File: config.mk
export PLATFORM = sky130hd
export DESIGN_NAME = timing_wheel_timer_table
export DESIGN_NICKNAME = d
export VERILOG_FILES = /design/src/design/twtt_pkg.sv /design/src/design/twtt_ram.sv /design/src/design/timing_wheel_timer_table.sv
export SDC_FILE = /design/constraint.sdc
export NUM_CORES = 2
export LEC_CHECK = 0
export ABC_AREA = 1
export BUFFER_PORTS_ARGS = -buffer_cell sky130_fd_sc_hd__buf_2
export CORE_AREA = 2 2 535 404
export DETAILED_ROUTE_END_ITERATION = 10
export DIE_AREA = 0 0 537 406
export PLACE_DENSITY = 0.8
export SLEW_MARGIN = 10
export SYNTH_ARGS = -nofsm -noshare
export SYNTH_HDL_FRONTEND = slang
export SYNTH_SLANG_ARGS = --single-unit
File: constraint.sdc
create_clock -name clk -period 13.6 [get_ports clk]
set_input_delay 2.04 -clock clk [delete_from_list [all_inputs] [get_ports clk]]
set_output_delay 2.04 -clock clk [all_outputs]
set_load 0.03 [all_outputs]
File: src/design/twtt_pkg.sv
// Shared types and codes of the timing wheel timer table.
`timescale 1ns / 1ps

package twtt_pkg;

	localparam int HANDLE_W = 5;
	localparam int DELAY_W  = 16;
	localparam int TIME_W   = 32;
	localparam int CTX_W    = 32;
	localparam int RES_W    = 16;

	localparam logic [1:0] ACT_ADD    = 2'd0;
	localparam logic [1:0] ACT_REMOVE = 2'd1;
	localparam logic [1:0] ACT_TICK   = 2'd2;

	localparam logic [2:0] KIND_ADDED   = 3'd0;
	localparam logic [2:0] KIND_FULL    = 3'd1;
	localparam logic [2:0] KIND_REMOVED = 3'd2;
	localparam logic [2:0] KIND_IGNORED = 3'd3;
	localparam logic [2:0] KIND_EXPIRED = 3'd4;
	localparam logic [2:0] KIND_DONE    = 3'd5;

	typedef struct packed {
		logic [1:0]          action;
		logic [TIME_W-1:0]   now_time;
		logic [DELAY_W-1:0]  delay_seconds;
		logic [CTX_W-1:0]    context_req;
		logic [HANDLE_W-1:0] entry_handle;
	} twtt_cmd_t;

	typedef struct packed {
		logic [2:0]          kind;
		logic [HANDLE_W-1:0] handle;
		logic [CTX_W-1:0]    expired_context;
		logic                last;
	} twtt_res_t;

endpackage

File: src/design/twtt_ram.sv
// Generic single write port, single read port RAM with registered read data.
`timescale 1ns / 1ps

module twtt_ram #(
	parameter int WIDTH = 8,
	parameter int DEPTH = 32
) (
	input  logic                     clk,
	input  logic                     we,
	input  logic [$clog2(DEPTH)-1:0] waddr,
	input  logic [WIDTH-1:0]         wdata,
	input  logic [$clog2(DEPTH)-1:0] raddr,
	output logic [WIDTH-1:0]         rdata
);

	logic [WIDTH-1:0] mem [DEPTH];

	always_ff @(posedge clk) begin
		if (we) begin
			mem[waddr] <= wdata;
		end
		rdata <= mem[raddr];
	end

endmodule

File: src/design/timing_wheel_timer_table.sv
// Top level of the timing wheel timer table: sequencer, link memories and slot divider.
`timescale 1ns / 1ps

// A hashed timing wheel over NUM_ENTRIES timers spread over NUM_BUCKETS buckets, each
// bucket a doubly linked list kept in RAM. A command is transferred when start is high
// and busy is low; busy stays high until the command's last result has been shown. Every
// result appears for exactly one cycle with result_strobe high and cannot be held off, so
// the receiver must take it in that cycle; result.last marks the final one of a command.
// An add runs a 16-step restoring divider that forms delay / resolution and reduces it
// modulo NUM_BUCKETS one quotient bit at a time, then the slot and link states put the
// entry at the head of its bucket. A remove unlinks the entry in the RM_UPD state. A tick
// walks the next bucket: entries that expire or were stale are dropped, pending ones move
// through the link states to the bucket after it; the single read port of the link RAMs
// sets the pace. A pool-full add and an ignored remove answer from idle; the unused action
// code gives no result. No clearing pass runs after reset: bucket heads carry valid bits
// that reset clears. The resolution register may be written only while busy is low.
module timing_wheel_timer_table
	import twtt_pkg::*;
#(
	parameter int NUM_BUCKETS = 64,
	parameter int NUM_ENTRIES = 32
) (
	input  logic             clk,
	input  logic             arst_n,
	input  logic             start,
	output logic             busy,
	input  twtt_cmd_t        cmd,
	input  logic             cfg_wr_en,
	input  logic [RES_W-1:0] cfg_wr_data,
	output logic             result_strobe,
	output twtt_res_t        result
);

	localparam int BW  = $clog2(NUM_BUCKETS);
	localparam int EAW = $clog2(NUM_ENTRIES);
	localparam int EW  = $clog2(NUM_ENTRIES + 1);
	localparam logic [EW-1:0] NIL = EW'(NUM_ENTRIES);
	localparam logic [BW:0]   NB_V = (BW + 1)'(NUM_BUCKETS);
	localparam logic [BW-1:0] LAST_BKT = BW'(NUM_BUCKETS - 1);

	typedef enum logic [3:0] {
		ST_IDLE, ST_DIV, ST_SLOT, ST_LINK_RD, ST_LINK_WR, ST_LINK_FIX,
		ST_T_HEAD, ST_T_CHK, ST_T_EVAL, ST_RM_UPD
	} state_t;

	state_t state_q;

	// Configuration and wheel position.
	logic [RES_W-1:0] resolution_q;
	logic [BW-1:0]    cur_q;
	logic [BW-1:0]    nxt_q;

	// Per-item working registers.
	logic               is_tick_q;
	logic [EW-1:0]      e_q;
	logic [EW-1:0]      n_q;
	logic [EW-1:0]      h_q;
	logic [BW-1:0]      slot_q;
	logic [TIME_W-1:0]  now_q;
	logic               hv_q;
	logic [EW-1:0]      guard_q;

	// Divider registers.
	logic [DELAY_W-1:0] rem_q;
	logic [DELAY_W-1:0] dsh_q;
	logic [3:0]         cnt_q;
	logic [BW-1:0]      mod_q;

	logic [NUM_ENTRIES-1:0] active_q;
	logic [NUM_BUCKETS-1:0] hvalid_q;

	// RAM ports.
	logic            head_we;
	logic [BW-1:0]   head_waddr, head_raddr;
	logic [EW-1:0]   head_wdata, head_rdata;
	logic            next_we, prev_we, bkt_we, dl_we;
	logic [EAW-1:0]  next_waddr, prev_waddr, ent_raddr;
	logic [EW-1:0]   next_wdata, prev_wdata, next_rdata, prev_rdata;
	logic [BW-1:0]   bkt_rdata;
	logic [EAW-1:0]  dl_waddr;
	logic [TIME_W-1:0] dl_wdata, dl_rdata;
	logic [CTX_W-1:0]  ctx_rdata;

	logic            accept;
	logic [BW-1:0]   cur_inc;
	logic [BW-1:0]   cur_inc2;
	logic            free_found;
	logic [EAW-1:0]  free_idx;
	logic [TIME_W:0] dl_sum;
	logic [TIME_W-1:0] dl_sat;
	logic            rm_ok;
	logic [EW-1:0]   link_h;

	// Divider step.
	logic [RES_W-1:0]   divisor;
	logic [DELAY_W:0]   trial;
	logic               qbit;
	logic [DELAY_W-1:0] rem_n;
	logic [BW:0]        mod2;
	logic [BW-1:0]      mod_n;
	logic [BW:0]        slot_sum;

	assign busy   = (state_q != ST_IDLE);
	assign accept = start && !busy;

	assign cur_inc  = (cur_q == LAST_BKT) ? '0 : cur_q + 1'b1;
	assign cur_inc2 = (cur_inc == LAST_BKT) ? '0 : cur_inc + 1'b1;

	// Lowest free entry.
	always_comb begin
		free_found = 1'b0;
		free_idx   = '0;
		for (int i = NUM_ENTRIES - 1; i >= 0; i--) begin
			if (!active_q[i]) begin
				free_found = 1'b1;
				free_idx   = EAW'(i);
			end
		end
	end

	assign dl_sum = {1'b0, cmd.now_time} + (TIME_W + 1)'(cmd.delay_seconds);
	assign dl_sat = dl_sum[TIME_W] ? '1 : dl_sum[TIME_W-1:0];

	assign rm_ok = (int'(cmd.entry_handle) < NUM_ENTRIES) &&
		active_q[EAW'(cmd.entry_handle)];

	assign link_h = hvalid_q[slot_q] ? head_rdata : NIL;

	assign divisor  = (resolution_q == '0) ? RES_W'(1) : resolution_q;
	assign trial    = {rem_q, dsh_q[DELAY_W-1]};
	assign qbit     = (trial >= {1'b0, divisor});
	assign rem_n    = qbit ? DELAY_W'(trial - {1'b0, divisor}) : trial[DELAY_W-1:0];
	assign mod2     = {mod_q, qbit};
	assign mod_n    = (mod2 >= NB_V) ? BW'(mod2 - NB_V) : mod2[BW-1:0];
	assign slot_sum = {1'b0, cur_q} + {1'b0, mod_q};

	// RAM addressing and writes.
	always_comb begin
		head_raddr = (state_q == ST_IDLE) ? cur_inc : slot_q;
		ent_raddr  = (state_q == ST_IDLE) ? EAW'(cmd.entry_handle) : e_q[EAW-1:0];

		head_we    = 1'b0;
		head_waddr = slot_q;
		head_wdata = e_q;
		next_we    = 1'b0;
		next_waddr = e_q[EAW-1:0];
		next_wdata = link_h;
		prev_we    = 1'b0;
		prev_waddr = e_q[EAW-1:0];
		prev_wdata = NIL;
		bkt_we     = 1'b0;

		dl_we      = accept && (cmd.action == ACT_ADD) && free_found;
		dl_waddr   = free_idx;
		dl_wdata   = dl_sat;

		case (state_q)
			ST_LINK_WR: begin
				head_we = 1'b1;
				next_we = 1'b1;
				prev_we = 1'b1;
				bkt_we  = 1'b1;
			end
			ST_LINK_FIX: begin
				prev_we    = (h_q != NIL);
				prev_waddr = h_q[EAW-1:0];
				prev_wdata = e_q;
			end
			ST_RM_UPD: begin
				if (prev_rdata != NIL) begin
					next_we    = 1'b1;
					next_waddr = prev_rdata[EAW-1:0];
					next_wdata = next_rdata;
				end else begin
					head_we    = 1'b1;
					head_waddr = bkt_rdata;
					head_wdata = next_rdata;
				end
				prev_we    = (next_rdata != NIL);
				prev_waddr = next_rdata[EAW-1:0];
				prev_wdata = prev_rdata;
			end
			default: begin
			end
		endcase
	end

	twtt_ram #(.WIDTH(EW), .DEPTH(NUM_BUCKETS)) u_head_ram (
		.clk(clk), .we(head_we), .waddr(head_waddr), .wdata(head_wdata),
		.raddr(head_raddr), .rdata(head_rdata)
	);

	twtt_ram #(.WIDTH(EW), .DEPTH(NUM_ENTRIES)) u_next_ram (
		.clk(clk), .we(next_we), .waddr(next_waddr), .wdata(next_wdata),
		.raddr(ent_raddr), .rdata(next_rdata)
	);

	twtt_ram #(.WIDTH(EW), .DEPTH(NUM_ENTRIES)) u_prev_ram (
		.clk(clk), .we(prev_we), .waddr(prev_waddr), .wdata(prev_wdata),
		.raddr(ent_raddr), .rdata(prev_rdata)
	);

	twtt_ram #(.WIDTH(BW), .DEPTH(NUM_ENTRIES)) u_bkt_ram (
		.clk(clk), .we(bkt_we), .waddr(e_q[EAW-1:0]), .wdata(slot_q),
		.raddr(ent_raddr), .rdata(bkt_rdata)
	);

	twtt_ram #(.WIDTH(TIME_W), .DEPTH(NUM_ENTRIES)) u_dl_ram (
		.clk(clk), .we(dl_we), .waddr(dl_waddr), .wdata(dl_wdata),
		.raddr(ent_raddr), .rdata(dl_rdata)
	);

	twtt_ram #(.WIDTH(CTX_W), .DEPTH(NUM_ENTRIES)) u_ctx_ram (
		.clk(clk), .we(dl_we), .waddr(dl_waddr), .wdata(cmd.context_req),
		.raddr(ent_raddr), .rdata(ctx_rdata)
	);

	// Sequencer, control state and the result register.
	always_ff @(posedge clk or negedge arst_n) begin
		if (!arst_n) begin
			state_q       <= ST_IDLE;
			resolution_q  <= RES_W'(1);
			cur_q         <= '0;
			active_q      <= '0;
			hvalid_q      <= '0;
			result_strobe <= 1'b0;
			is_tick_q     <= 1'b0;
			guard_q       <= '0;
		end else begin
			result_strobe <= 1'b0;
			if (cfg_wr_en) begin
				resolution_q <= cfg_wr_data;
			end
			if (head_we) begin
				hvalid_q[head_waddr] <= 1'b1;
			end

			case (state_q)
				ST_IDLE: begin
					if (accept) begin
						now_q <= cmd.now_time;
						case (cmd.action)
							ACT_ADD: begin
								is_tick_q <= 1'b0;
								if (free_found) begin
									active_q[free_idx] <= 1'b1;
									e_q   <= EW'(free_idx);
									rem_q <= '0;
									dsh_q <= cmd.delay_seconds;
									cnt_q <= 4'd15;
									mod_q <= '0;
									state_q <= ST_DIV;
								end else begin
									result_strobe <= 1'b1;
									result <= '{KIND_FULL, '0, '0, 1'b1};
								end
							end
							ACT_REMOVE: begin
								if (rm_ok) begin
									e_q     <= EW'(cmd.entry_handle);
									state_q <= ST_RM_UPD;
								end else begin
									result_strobe <= 1'b1;
									result <= '{KIND_IGNORED, cmd.entry_handle, '0, 1'b1};
								end
							end
							ACT_TICK: begin
								is_tick_q <= 1'b1;
								cur_q     <= cur_inc;
								nxt_q     <= cur_inc2;
								hv_q      <= hvalid_q[cur_inc];
								hvalid_q[cur_inc] <= 1'b0;
								guard_q   <= '0;
								state_q   <= ST_T_HEAD;
							end
							default: begin
							end
						endcase
					end
				end
				ST_DIV: begin
					rem_q <= rem_n;
					dsh_q <= {dsh_q[DELAY_W-2:0], 1'b0};
					mod_q <= mod_n;
					cnt_q <= cnt_q - 4'd1;
					if (cnt_q == 4'd0) begin
						state_q <= ST_SLOT;
					end
				end
				ST_SLOT: begin
					slot_q  <= (slot_sum >= NB_V) ? BW'(slot_sum - NB_V) : slot_sum[BW-1:0];
					state_q <= ST_LINK_RD;
				end
				ST_LINK_RD: begin
					state_q <= ST_LINK_WR;
				end
				ST_LINK_WR: begin
					h_q     <= link_h;
					state_q <= ST_LINK_FIX;
				end
				ST_LINK_FIX: begin
					if (is_tick_q) begin
						e_q     <= n_q;
						state_q <= ST_T_CHK;
					end else begin
						result_strobe <= 1'b1;
						result  <= '{KIND_ADDED, HANDLE_W'(e_q), '0, 1'b1};
						state_q <= ST_IDLE;
					end
				end
				ST_T_HEAD: begin
					e_q     <= hv_q ? head_rdata : NIL;
					state_q <= ST_T_CHK;
				end
				ST_T_CHK: begin
					if ((e_q >= NIL) || (guard_q >= NIL)) begin
						result_strobe <= 1'b1;
						result  <= '{KIND_DONE, '0, '0, 1'b1};
						state_q <= ST_IDLE;
					end else begin
						guard_q <= guard_q + 1'b1;
						state_q <= ST_T_EVAL;
					end
				end
				ST_T_EVAL: begin
					if (active_q[e_q[EAW-1:0]] && (dl_rdata <= now_q)) begin
						active_q[e_q[EAW-1:0]] <= 1'b0;
						result_strobe <= 1'b1;
						result  <= '{KIND_EXPIRED, HANDLE_W'(e_q), ctx_rdata, 1'b0};
						e_q     <= next_rdata;
						state_q <= ST_T_CHK;
					end else if (active_q[e_q[EAW-1:0]]) begin
						n_q     <= next_rdata;
						slot_q  <= nxt_q;
						state_q <= ST_LINK_RD;
					end else begin
						e_q     <= next_rdata;
						state_q <= ST_T_CHK;
					end
				end
				ST_RM_UPD: begin
					active_q[e_q[EAW-1:0]] <= 1'b0;
					result_strobe <= 1'b1;
					result  <= '{KIND_REMOVED, HANDLE_W'(e_q), '0, 1'b1};
					state_q <= ST_IDLE;
				end
				default: begin
					state_q <= ST_IDLE;
				end
			endcase
		end
	end

`ifndef NO_ASSERTIONS
	// The final result of a command is shown in the cycle the block becomes free again.
	a_last_frees: assert property (@(posedge clk) disable iff (!arst_n)
		result_strobe && result.last |-> !busy)
		else $error("last result shown while still busy");

	// An expiry is never the final result of a tick.
	a_expired_not_last: assert property (@(posedge clk) disable iff (!arst_n)
		result_strobe && (result.kind == KIND_EXPIRED) |-> !result.last)
		else $error("expired result marked last");

	// The block only becomes busy through a command transfer.
	a_busy_from_start: assert property (@(posedge clk) disable iff (!arst_n)
		$rose(busy) |-> $past(start))
		else $error("busy rose without a command");

	// Results that are not the last of a command keep the block busy.
	a_mid_busy: assert property (@(posedge clk) disable iff (!arst_n)
		result_strobe && !result.last |-> busy)
		else $error("intermediate result while idle");
`endif

endmodule

==> impl_metrics.csv <==
group,metric,value,unit
timing,maxSlewHeadroom,5.732,%
synthesis,synth.cell_area,0.1358,sq mm
synthesis,synth.top_cells.by_area,"edfxtp_1 (70%), o21ai_0 (7.2%), nor2_1 (6.3%)",
synthesis,synth_enable_flop_cells,3154,
floorplan,die_area,0.2180,sq mm
status,run_status,"finished clean",
timing,clock-skew-final,0.06095,ns
worst_setup_path,timing.critical_path.cells,"buf_2, inv_1, ha_1, inv_1, nor2_1, inv_1, nor2_1, inv_1, buf_4, nor2_1, inv_1, nor2_4, buf_4",
power,netSwitchingPower,13.47,mW
placement,port_buffers,149,
floorplan,initial_core_util,63.77,%
worst_setup_path,critical-path-max-stage-delay,0.95,ns
power,power.share.combinational,37.0,%
flow_run,drv.max_cap_violation_count,0,
timing,fmax,165.6,MHz
worst_setup_path,worst-r2r-setup-slack,8.06,ns
cts,htree_levels,5,
cts,tritoncts,"yes",
power,swShare,39.63,%
floorplan,rows,147,
worst_setup_path,cp.arrival,6.51,ns
timing,rsz0062_at_grt,"false",
final_layout,final_cell_area,0.1495,sq mm
placement,dpl_worst_slack,6.860,ns
final_layout,layout.nets,11070,
worst_setup_path,worst_path_most_repeated_cell,"inv_1",
timing,whs,0.4960,ns
grt,global_route_wire_length_before_repair,569000,um
grt,first_global_vias,89970,
cts,hold_buffers,0,
final_layout,areaGrowthSynthToFinish,10.05,%
worst_setup_path,worst_setup_path_start_kind,"input pin",
power,total_leakage_power,49.42,nW
synthesis,synth_sequential_area_ratio,73.42,%
cts,clock_tree.root_cell,"clkbuf_16",
synthesis,synthFlopType,"edfxtp_1",
final_layout,drive_gt1_share,7.868,%
power,clockPowerShare,26.2,%
cts,cts_setup_buffers,0,
timing,report.final.slew_viol_count,0,
timing,report.final.hold_viol_count,0,
cts,cts.sink_count,3372,
placement,routabilityCongestion,0.9874,
cts,clk_pin_slew,0.06,ns
synthesis,post-synth-top-count-cell,"edfxtp_1",
cts,clock_path_buffers,4,
synthesis,yosys.area.top_type,"edfxtp_1",
timing,worst_pin_slew,1.414,ns
synthesis,ys_async_sr_fraction,3.855,%
synthesis,synthesis.instances,10970,
synthesis,synth.yosys.warnings,0,
power,fin_total_pwr,33.98,mW
detailed_routing,vias,95290,
detailed_routing,postRouteWirelength,390300,um
timing,tns,0,ns
timing,final_setup_slack_of_the_worst_path,7.563,ns
floorplan,die_width,537,um
power,power_density_relative_to_cell_area,227.3,mW/mm^2
worst_setup_path,critical_path_peak_fanout,40,
placement,dp_hpwl,206900,um
min_path,hold_path_class,"reg2reg",
floorplan,die_h,406,um
detailed_routing,drc,0,
power,irDropWorstVdd,0.0002259,V
synthesis,synth-seq-cells,3372,
worst_setup_path,timing_worst_setup_path_type,"in2reg",
synthesis,post_synth_num_cell_types,68,
grt,grt.overflow.total,0,
synthesis,mean_area_per_synthesized_cell,12.38,sq um
synthesis,synthesized_nets,11160,
timing,setup-violations-final,0,
worst_setup_path,worstPathRequired,14.07,ns
placement,placement.cell_area,0.1392,sq mm
power,seq_power_share,36.7,%
detailed_routing,vias_per_cell,6.819,
detailed_routing,drt_pre_antenna_iters,7,
cts,quantity_of_gates_resized_following_cts,0,
cts,cts_made_buffers,314,
floorplan,top_level_ports,150,
detailed_routing,final_antenna_net_count,0,
placement,dp_cells,13400,
cts,worst_skew_pair_later_pin_latency,0.89,ns
timing,timing.final.crit_share,44.39,%
grt,globalRouteTotalUtil,35.13,%
grt,grt_antenna_before_repair,25,
grt,pin_count_of_the_biggest_net_entering_global_routing,246,
power,internal_dissipation,20.51,mW
worst_setup_path,setup.worst_path.end_class,"flip-flop",
final_layout,final_util,70.18,%
synthesis,yosys-top-cells-count,"edfxtp_1 (3154), nor2_1 (2274), o21ai_0 (1947)",
detailed_routing,routed_wire_length_per_instance,27.93,um
floorplan,core,0.2130,sq mm
timing,final_period_minus_worst_setup_slack,6.037,ns
detailed_routing,drt-initial-drc-count,17800,
final_layout,instances_no_fill,13980,
worst_setup_path,critical_path.slowest_cell,"buf_4",
synthesis,netlist.area_leader.share,69.73,%
## sequential cells by signal, summed over array words and instances (netlist names), 32 cells and up
signal,cells
u_bkt_ram.mem,192
now_q,32
u_dl_ram.mem,1024
u_prev_ram.mem,192
u_dl_ram.rdata,32
u_next_ram.mem,192
u_head_ram.mem,384
hvalid_q,64
u_ctx_ram.rdata,32
active_q,32
u_ctx_ram.mem,1024
result,41
## final timing paths
path | endpoint | start | cells after the start
max reg2reg | u_prev_ram.rdata[2] | state_q[2] | 15
min in group asynchronous | hvalid_q[19] | arst_n | 1
max | u_dl_ram.mem[30][10] | cmd[86] | 13
min | guard_q[4] | guard_q[4] | 1
min reg2reg | guard_q[4] | guard_q[4] | 1
max in group asynchronous | resolution_q[14] | arst_n | 2
## layer usage
layer	GRT usage, %	part of all wire [%]	vias up
met4	14.35	4.2	16
met3	9.458	15	1103
met2	50.58	44	7789
met5	0	0.029	-
met1	51.28	37	46180
li1	-	-	40210
## cell type report
class	count	area, sq um
clock buffer	405	8497
fill	13690	63510
antenna	11	27.53
clock inverter	164	1770
multi-input combinational	6518	32380
tap	2831	3542
inverter	374	1480
timing repair buffer	300	2048
sequential	3372	99730
## cells by family (layout without fill, tap and decap cells)
kind of cell / Yosys count / count (layout) / share of synthesized area (%)
AOI/OAI and AO/OA: 3298 / 3298 / 13.66
xor gates and xnor gates: 30 / 30 / 0.1934
adders and majority gates: 81 / 81 / 0.7627
buffers and inverters: 1079 / 1243 / 3.041
DFF: 3372 / 3372 / 73.42
other: 0 / 11 / 0
and+or+nand+nor: 3109 / 3109 / 8.921
## worst max-delay path, delay by kind of cell
kind,cells,cell delay [ns]
adder cells (fa/ha/maj),1,0.29
buffers and inverters,8,2.21
AND/OR/NAND/NOR,4,1.86
## layout by cell type (no fill, tap or decap), types with 119 or more instances in the layout
master     count
edfxtp_1    3154
nor2_1      2255
o21ai_0     1932
o22ai_1      801
nand2_1      606
clkbuf_16    320
inv_1        319
a21oi_1      165
buf_2        148
buf_4        138
dfrtp_1      129
o221ai_1     119
## power by group through the flow
stage | clock network (mW) | registers, mW | logic, mW
floorplan | 0 | 12.6 | 8.01
global placement | 0 | 12.7 | 11.5
detailed placement | 0 | 12.7 | 12.0
CTS | 8.91 | 12.5 | 12.1
global route | 9.29 | 12.5 | 13.5
finish | 8.91 | 12.5 | 12.6
Note: power is estimated with default switching activity, not from simulation.
